--- src/rtl/vms_pkg.sv ---
// Shared types and constants for the vertex magnitude sorter.
`default_nettype none
package vms_pkg;

  localparam int MAX_VERTICES = 32;
  localparam int ADDR_W       = $clog2(MAX_VERTICES);
  localparam int CNT_W        = $clog2(MAX_VERTICES + 1);
  localparam int COORD_W      = 24;
  localparam int SQ_W         = 2 * COORD_W;

  localparam logic [SQ_W-1:0] ROOT_BIT_INIT = SQ_W'(1) << (SQ_W - 2);

  typedef struct packed {
    logic signed [COORD_W-1:0] x_coord;
    logic signed [COORD_W-1:0] y_coord;
    logic                      last_vertex;
  } in_beat_t;

  typedef struct packed {
    logic [COORD_W-1:0] magnitude;
    logic               last_result;
    logic               overflowed;
  } out_beat_t;

  typedef enum logic [3:0] {
    ST_IDLE,
    ST_SQX,
    ST_SQY,
    ST_SUM,
    ST_ROOT,
    ST_INS_RD,
    ST_INS_CMP,
    ST_EMIT_RD,
    ST_EMIT_LD
  } state_t;

endpackage
`default_nettype wire

--- src/rtl/vertex_magnitude_sorter_top.sv ---
// Vertex magnitude sorter: iterative root, memory-held insertion sort, sorted drain.
//
//  channel  | direction | handshake           | payload
//  ---------+-----------+---------------------+-----------
//  in_      | input     | in_valid / in_ready | in_beat_t
//  out_     | output    | out_valid/out_ready | out_beat_t
//
// One vertex passes through squares, add, 24 root steps and a final write, plus a read
// and a compare per stored entry it moves past in the insertion walk, one more pair when
// the walk stops on a smaller or equal entry; a vertex that finds the store full is dropped.
// A last vertex then drains the store, reading each beat only once the previous one is taken.
// Reset is synchronous; the store holds no reset value and needs no clearing pass.
// Output stalls hold the drain; the last beat may wait while the next vertex is taken.
`default_nettype none
module vertex_magnitude_sorter_top
  import vms_pkg::*;
(
  input  wire logic      clk,
  input  wire logic      rst_n,
  input  wire logic      in_valid,
  output logic           in_ready,
  input  wire in_beat_t  in_data,
  output logic           out_valid,
  input  wire logic      out_ready,
  output out_beat_t      out_data
);

  logic [COORD_W-1:0] mem [MAX_VERTICES];
  logic [COORD_W-1:0] rdata_r;
  logic               mem_we;
  logic [ADDR_W-1:0]  mem_waddr;
  logic [ADDR_W-1:0]  mem_raddr;
  logic [COORD_W-1:0] mem_wdata;

  state_t             state_r, state_nxt;
  logic [COORD_W-1:0] ax_r, ax_nxt;
  logic [COORD_W-1:0] ay_r, ay_nxt;
  logic [SQ_W-1:0]    prod_r, prod_nxt;
  logic [SQ_W-1:0]    rem_r, rem_nxt;
  logic [SQ_W-1:0]    res_r, res_nxt;
  logic [SQ_W-1:0]    bit_r, bit_nxt;
  logic               last_r, last_nxt;
  logic [ADDR_W-1:0]  pos_r, pos_nxt;
  logic [ADDR_W-1:0]  idx_r, idx_nxt;
  logic [CNT_W-1:0]   count_r, count_nxt;
  logic               drop_r, drop_nxt;
  out_beat_t          out_r, out_nxt;
  logic               out_valid_r, out_valid_nxt;

  logic [COORD_W-1:0] mul_in;
  logic [SQ_W-1:0]    mul_out;
  logic [SQ_W-1:0]    trial;
  logic               full;
  logic               run_end;
  state_t             after_ins;

  always_ff @(posedge clk) begin
    if (mem_we) begin
      mem[mem_waddr] <= mem_wdata;
    end
    rdata_r <= mem[mem_raddr];
  end

  assign mul_in  = (state_r == ST_SQX) ? ax_r : ay_r;
  assign mul_out = SQ_W'(mul_in) * SQ_W'(mul_in);
  assign trial   = res_r + bit_r;
  assign full    = (count_r == CNT_W'(MAX_VERTICES));
  assign run_end = ((CNT_W'(idx_r) + CNT_W'(1)) == count_r);

  always_comb begin
    state_nxt     = state_r;
    ax_nxt        = ax_r;
    ay_nxt        = ay_r;
    prod_nxt      = prod_r;
    rem_nxt       = rem_r;
    res_nxt       = res_r;
    bit_nxt       = bit_r;
    last_nxt      = last_r;
    pos_nxt       = pos_r;
    idx_nxt       = idx_r;
    count_nxt     = count_r;
    drop_nxt      = drop_r;
    out_nxt       = out_r;
    out_valid_nxt = out_valid_r;
    in_ready      = 1'b0;
    mem_we        = 1'b0;
    mem_waddr     = pos_r;
    mem_wdata     = res_r[COORD_W-1:0];
    mem_raddr     = pos_r - ADDR_W'(1);
    after_ins     = last_r ? ST_EMIT_RD : ST_IDLE;

    if (out_valid_r && out_ready) begin
      out_valid_nxt = 1'b0;
    end

    case (state_r)
      ST_IDLE: begin
        in_ready = 1'b1;
        if (in_valid) begin
          ax_nxt    = in_data.x_coord[COORD_W-1] ? (~in_data.x_coord + COORD_W'(1))
                                                 : in_data.x_coord;
          ay_nxt    = in_data.y_coord[COORD_W-1] ? (~in_data.y_coord + COORD_W'(1))
                                                 : in_data.y_coord;
          last_nxt  = in_data.last_vertex;
          state_nxt = ST_SQX;
        end
      end
      ST_SQX: begin
        rem_nxt   = mul_out;
        state_nxt = ST_SQY;
      end
      ST_SQY: begin
        prod_nxt  = mul_out;
        state_nxt = ST_SUM;
      end
      ST_SUM: begin
        rem_nxt   = rem_r + prod_r;
        res_nxt   = '0;
        bit_nxt   = ROOT_BIT_INIT;
        state_nxt = ST_ROOT;
      end
      ST_ROOT: begin
        if (rem_r >= trial) begin
          rem_nxt = rem_r - trial;
          res_nxt = (res_r >> 1) + bit_r;
        end else begin
          res_nxt = res_r >> 1;
        end
        bit_nxt = bit_r >> 2;
        if (bit_r[0]) begin
          idx_nxt = '0;
          if (full) begin
            drop_nxt  = 1'b1;
            state_nxt = after_ins;
          end else begin
            pos_nxt   = count_r[ADDR_W-1:0];
            state_nxt = ST_INS_RD;
          end
        end
      end
      ST_INS_RD: begin
        if (pos_r == '0) begin
          mem_we    = 1'b1;
          count_nxt = count_r + CNT_W'(1);
          state_nxt = after_ins;
        end else begin
          state_nxt = ST_INS_CMP;
        end
      end
      ST_INS_CMP: begin
        mem_we = 1'b1;
        if (rdata_r > res_r[COORD_W-1:0]) begin
          mem_wdata = rdata_r;
          pos_nxt   = pos_r - ADDR_W'(1);
          state_nxt = ST_INS_RD;
        end else begin
          count_nxt = count_r + CNT_W'(1);
          state_nxt = after_ins;
        end
      end
      ST_EMIT_RD: begin
        mem_raddr = idx_r;
        if (!out_valid_r) begin
          state_nxt = ST_EMIT_LD;
        end
      end
      ST_EMIT_LD: begin
        out_nxt.magnitude   = rdata_r;
        out_nxt.last_result = run_end;
        out_nxt.overflowed  = drop_r;
        out_valid_nxt       = 1'b1;
        if (run_end) begin
          count_nxt = '0;
          drop_nxt  = 1'b0;
          state_nxt = ST_IDLE;
        end else begin
          idx_nxt   = idx_r + ADDR_W'(1);
          state_nxt = ST_EMIT_RD;
        end
      end
      default: begin
        state_nxt = ST_IDLE;
      end
    endcase
  end

  always_ff @(posedge clk) begin
    if (!rst_n) begin
      state_r     <= ST_IDLE;
      count_r     <= '0;
      drop_r      <= 1'b0;
      out_valid_r <= 1'b0;
    end else begin
      state_r     <= state_nxt;
      count_r     <= count_nxt;
      drop_r      <= drop_nxt;
      out_valid_r <= out_valid_nxt;
    end
    ax_r   <= ax_nxt;
    ay_r   <= ay_nxt;
    prod_r <= prod_nxt;
    rem_r  <= rem_nxt;
    res_r  <= res_nxt;
    bit_r  <= bit_nxt;
    last_r <= last_nxt;
    pos_r  <= pos_nxt;
    idx_r  <= idx_nxt;
    out_r  <= out_nxt;
  end

  assign out_valid = out_valid_r;
  assign out_data  = out_r;

endmodule
`default_nettype wire
--- config.mk ---
export PLATFORM = sky130hd
export DESIGN_NAME = vertex_magnitude_sorter_top
export DESIGN_NICKNAME = d
export VERILOG_FILES = /design/src/rtl/vms_pkg.sv /design/src/rtl/vertex_magnitude_sorter_top.sv
export SDC_FILE = /design/constraint.sdc
export NUM_CORES = 2
export LEC_CHECK = 0
export BUFFER_PORTS_ARGS = -buffer_cell sky130_fd_sc_hd__buf_4
export CORE_ASPECT_RATIO = 0.9
export CORE_MARGIN = 8
export CORE_UTILIZATION = 50
export CTS_CLUSTER_DIAMETER = 60
export DETAILED_ROUTE_END_ITERATION = 7
export MAX_ROUTING_LAYER = met4
export PLACE_DENSITY_LB_ADDON = 0.08
export SLEW_MARGIN = 40
export SYNTH_ARGS = -nofsm -noshare
export SYNTH_HDL_FRONTEND = slang
export SYNTH_SLANG_ARGS = --single-unit
export TNS_END_PERCENT = 20
--- constraint.sdc ---
create_clock -name clk -period 10.53 [get_ports clk]
set_clock_uncertainty 0.15 [all_clocks]
set_input_delay 2.106 -clock clk [delete_from_list [all_inputs] [get_ports clk]]
set_output_delay 2.106 -clock clk [all_outputs]
set_load 0.1 [all_outputs]
Yosys cells after proc, flatten, opt, wreduce, memory -nomap -nowiden:

Memories as Yosys holds them, arrays and structs flattened. A register that Yosys moved wholly into a read port is not among the register bits.
Index checks and enable logic that the tools add are counted.

* register bits after elaboration: 289
* bits in writable memories: 768
* input port bits: 53
* output and inout bits: 28
* logic and storage cells: 113
* memories kept: 1

Memory list
* mem: words 32, width 24, rd ports 1, clocked after memory_dff 1, write ports 1, line vertex_magnitude_sorter_top.sv:28 `logic [COORD_W-1:0] mem [MAX_VERTICES];`

* add/subtract/negate cells: 10
* $mul: 1
* order comparisons: 2
* equal/unequal tests: 21
* muxes and demuxes: 42
* bitwise gates (word level): 2
* reductions and logical operators: 16

Operators with widths (number)
* $pmux W48 S2: 2
* $pmux W48 S3: 1
* $add A48 B48 Y48: 2
* $mux W48: 2
* $mux W24: 3
* $add A24 B2 Y24 const B: 2
* $add A47 B48 Y48: 1
* $ge A48 B48 Y1: 1
* $mul A24 B24 Y48: 1
* $not A24 Y24: 2
* $sub A48 B48 Y48: 1
* $mux W23: 2
* $pmux W4 S9: 1
* $mux W5: 6
* $gt A24 B24 Y1: 1
* $ne A2 B2 Y1 const B: 11
* $pmux W5 S2: 2
* $mux W6: 3
* $pmux W6 S3: 1
* $eq A4 B3 Y1 const B: 4
* $mux W3: 5
* $mux W4: 3
* $reduce_and A4 Y1: 3
* $mux W1: 9
* 17 further kinds: 25

Depth between registers and ports, before layout:

* depth after elaboration: 5
* mapped depth: 35
* depth with buffers taken out: 31

Worst setup path before layout:

No wires, ideal clock.

* kind: reg2reg
* start point: register state_r[1]
* end point: register rem_r[44] (data pin)
* library setup time: 0.333 ns
* arrival: 8.502 ns
* data required time: 10.047 ns
* path slack: 1.545 ns
* stages on the path, launching flop included: 34
* buffers on the path: 4
* period minus slack after synthesis: 8.985 ns
* path through: dfxtp_1 -> clkbuf_1 -> nand2b_1 -> nor3_1 -> buf_2 -> buf_1 -> mux2_2 -> inv_1 -> buf_1 -> nor2_1 -> fa_1 -> inv_1 -> fa_1 -> inv_1 -> fa_1 -> inv_1 -> fa_1 -> inv_1 -> fa_1 -> fa_1 -> inv_1 -> fa_1 -> inv_1 -> ha_1 -> a21o_1 -> a21o_1 -> a21oi_1 -> o221ai_1 -> nor2_1 -> o21ai_0 -> a211oi_1 -> o21ba_2 -> xor2_1 -> o221ai_1

* cells in the longest elaborated chain, start to end: 4
* elaborated cells on any way between the ends: 6
* those cells by class: 1 x mul; 3 x eq/ne; 2 x mux

RTL lines
* from (decl): line vertex_magnitude_sorter_top.sv:35 `state_t state_r, state_nxt;`
* from (signal assigned): line vertex_magnitude_sorter_top.sv:194 `state_r <= state_nxt;`
* $eq A4 B1 Y1: line vertex_magnitude_sorter_top.sv:64, vertex_magnitude_sorter_top.sv:96
* $mux W24: line vertex_magnitude_sorter_top.sv:64 `assign mul_in = (state_r == ST_SQX) ? ax_r : ay_r;`
* $mul A24 B24 Y48: line vertex_magnitude_sorter_top.sv:65 `assign mul_out = SQ_W'(mul_in) * SQ_W'(mul_in);`
* $pmux W48 S3 (*): line vertex_magnitude_sorter_top.sv:96 `case (state_r)`
* via rem_nxt[44]: line vertex_magnitude_sorter_top.sv:39 `logic [SQ_W-1:0] rem_r, rem_nxt;`
* to (signal assigned): line vertex_magnitude_sorter_top.sv:202 `rem_r <= rem_nxt;`
* to (decl): line vertex_magnitude_sorter_top.sv:39

Mark *: on every way through the listed nets, which the timed path passes. The rest lies on a longest branch.
A chain may end at the register's enable or synchronous reset.

Worst setup path in the final report:

* start point: register state_r[0]
* end point: register rem_r[45] (data pin)

* cells in the longest elaborated chain, start to end: 4
* elaborated cells on any way between the ends: 6
* those cells by class: 1 x mul; 3 x eq/ne; 2 x mux

RTL lines
* $eq A4 B1 Y1: line vertex_magnitude_sorter_top.sv:64
* $mux W24: line vertex_magnitude_sorter_top.sv:64
* $mul A24 B24 Y48: line vertex_magnitude_sorter_top.sv:65
* via mul_out[45]: line vertex_magnitude_sorter_top.sv:51 `logic [SQ_W-1:0] mul_out;`
* $pmux W48 S3: line vertex_magnitude_sorter_top.sv:96
* via rem_nxt[45]: line vertex_magnitude_sorter_top.sv:39

The timed path passes the listed nets, and every way through them passes these cells.

==> impl_metrics.json <==
{
  "grt_overflow": 0,
  "postCtsResizedCells": 0,
  "maxCapViolations": 0,
  "setup.worst_path.end": "rem_r[45]$_DFFE_PP_",
  "grt_pass1_wl_mm": 271,
  "grt_start_max_net_pins": 96,
  "reg2reg_from": "state_r[0]$_SDFFE_PN0P_",
  "cp-end-kind": "register",
  "post-place-ws_ns": 0.645,
  "io_pins": 81,
  "synth-seq-cells": 1056,
  "syn_nets": 6153,
  "antenna_found_initial": 3,
  "rrSetupSlack_ns": 0.52,
  "synth_top_area_share_pct": 46.1,
  "syn_to_final_growth_pct": 11.3,
  "track_usage_pct": 25.1,
  "layout.nets": 6241,
  "r2r-end": "rem_r[45]$_DFFE_PP_",
  "hold_path.class": "register to register",
  "grt_pass1_vias": 43100,
  "hpwl_mm": 124,
  "drtIter0Drc": 3880,
  "root_buffer": "clkbuf_16",
  "postCtsSetupBuffers": 0,
  "num_vias": 43100,
  "rsz0062_at_grt": "false",
  "drive_above_1_share_pct": 13.4,
  "n_fill_cell": 11200,
  "die-area_sq_um": 145000,
  "numCtsBuffers": 116,
  "via_per_inst": 5.93,
  "route.detailed.wl_per_inst_microns": 24.6,
  "postCtsHoldBufs": 0,
  "startpoint": "state_r[0]$_SDFFE_PN0P_",
  "synth_edf_count": 1020,
  "cts_tree": "done",
  "cp.arrival_ns": 10.36,
  "synth_flop_cell": "edfxtp_1",
  "yosysMostFrequentCell": "edfxtp_1",
  "port_buffers": 80,
  "fin_ws_ns": 0.517,
  "slowest_delay_ns": 0.57,
  "hold_viol": 0,
  "start_util_pct": 50.1,
  "cts.htree.levels": 3,
  "tns_ns": 0,
  "clkSlewWorstSetupHoldPaths_ns": 0.06,
  "cp_max_fo": 30,
  "slew_headroom_pct": 34.1,
  "required_ns": 10.87,
  "clk_latency_ns": 0.75,
  "globalplace.congestion": 0.921,
  "ys_types": 87,
  "routed_wl_mm": 179,
  "finalCriticalPeriod_ns": 10.01,
  "clockBufferDepth": 3,
  "netlist_top_cells_area": "edfxtp_1 (46%), fa_1 (13%), ha_1 (6.5%), mux4_2 (6.5%), inv_1 (3.8%)",
  "placementRows": 127,
  "critPathLaunchType": "register",
  "synth_cells": 5330,
  "ys_warn_count": 0,
  "cts.sink_count": 1056,
  "dieWidth_microns": 400,
  "worstMarginPinSlew_ns": 0.982,
  "maxSlewViolCount": 0,
  "fin_crit_sh_pct": 95.1,
  "antenna_left": 0,
  "core_area_sq_um": 133000,
  "rr_worst_depth": 28,
  "drcViolationCount": 0,
  "synth.yosys.seq_area_share_pct": 47.2,
  "ys_async_sr_fraction_pct": 0,
  "yosysTopAreaCell": "edfxtp_1",
  "syn_area_sq_um": 66500,
  "crit_top_cell": "fa_1",
  "avgSynthCellArea_sq_um": 12.5,
  "cp_slowest_cell": "fa_1",
  "path_class": "register to register",
  "status": "finished, final reports clean",
  "fmax_mhz": 99.9,
  "die_h_microns": 362,
  "first_pass_iters": 5,
  "setup_viol": 0,
  "synth_common_cells": "edfxtp_1 (1020), inv_1 (678), fa_1 (423)"
}
[layout by cell type, fill, tap and decap left out, types with 53 or more instances in the layout]
cell type,Yosys,layout
edfxtp_1,1020,1020
a21oi_1,224,223
mux2_2,66,66
mux4_2,192,192
fa_1,423,423
mux2i_1,65,61
o21ai_0,249,224
a21o_1,87,87
clkbuf_16,0,118
xnor2_1,155,155
nor2_1,348,321
nand4_1,55,55
nand2_1,399,399
ha_1,347,347
xor2_1,117,117
buf_4,0,159
a31oi_1,53,53
inv_1,678,676
[cells by family (layout without fill, tap and decap cells)]
| family | Yosys count | after routing | share of synthesized area (%) |
|---|---|---|---|
| compound gates | 910 | 910 | 8.69 |
| xor+xnor | 272 | 272 | 3.58 |
| fa+ha+maj | 770 | 770 | 19.3 |
| buf+inv | 892 | 1084 | 5.08 |
| flops | 1056 | 1056 | 47.2 |
| mux | 323 | 323 | 8.60 |
| other cells | 0 | 2 | 0 |
| simple gates | 1107 | 1107 | 7.59 |
[worst min-delay path by stage]
stage / depth (start not counted) / end / from / slack (ns)
finish: 0 / out_data[0]$_DFFE_PP_ / drop_r$_SDFFE_PN0P_ / 0.29
global route: 0 / out_data[0]$_DFFE_PP_ / drop_r$_SDFFE_PN0P_ / 0.30
CTS: 0 / out_data[0]$_DFFE_PP_ / drop_r$_SDFFE_PN0P_ / 0.29
detailed placement: 0 / out_data[0]$_DFFE_PP_ / drop_r$_SDFFE_PN0P_ / 0.28
global placement: 0 / out_data[0]$_DFFE_PP_ / drop_r$_SDFFE_PN0P_ / 0.27
floorplan: 0 / out_data[0]$_DFFE_PP_ / drop_r$_SDFFE_PN0P_ / 0.26
[worst max-delay path, delay by kind of cell (launching register included)]
family,cells,cell delay (ns)
mux,1,0.52
simple gates,5,1.32
buf+inv,5,0.94
fa+ha+maj,8,3.80
xor+xnor,1,0.15
compound gates,8,2.21
flops,1,0.56
[state kept, by name, indices dropped and copies added, names as in the netlist]
signal / cells
mem: 768
res_r: 48
bit_r: 24
ay_r: 24
mem_waddr: 5
state_r: 4
count_r: 6
prod_r: 47
ax_r: 24
rem_r: 48
rdata_r: 24
last_r: 1
idx_r: 5
out_valid: 1
drop_r: 1
out_data: 26
[final cells by class]
class / count / area, sq um / area share, %
Sequential cell: 1056 / 31400 / 42.4
Clock buffer: 147 / 3160 / 4.28
Tap cell: 1741 / 2180 / 2.95
Inverter: 688 / 2580 / 3.49
Clock inverter: 75 / 887 / 1.20
Antenna cell: 2 / 5.00 / 0.00677
Multi-Input combinational cell: 3382 / 32300 / 43.7
Timing Repair Buffer: 174 / 1450 / 1.96
[routing by layer]
metal / global-route usage [%] / wire length, microns / vias up
met5: - / 0 / -
met4: 4.16 / 2680 / 0
met2: 36.3 / 77200 / 1486
li1: - / - / 19300
met3: 3.48 / 13300 / 208
met1: 38.4 / 85500 / 22100
[stage by stage]
stage,area (sq um),cells,hold WS (ns),util (%)
after floorplan,66500,5330,0.259,-
after global placement,69600,7033,0.272,52.5
after detailed placement,69800,7038,0.277,52.7
after CTS,73900,7260,0.290,55.7
after global routing,73900,7263,0.300,55.8
final,73900,7265,0.288,55.8
Power is left out: the tool's default activity adds up to more than one toggle a clock period on the data nets, which glitch-free logic cannot reach.
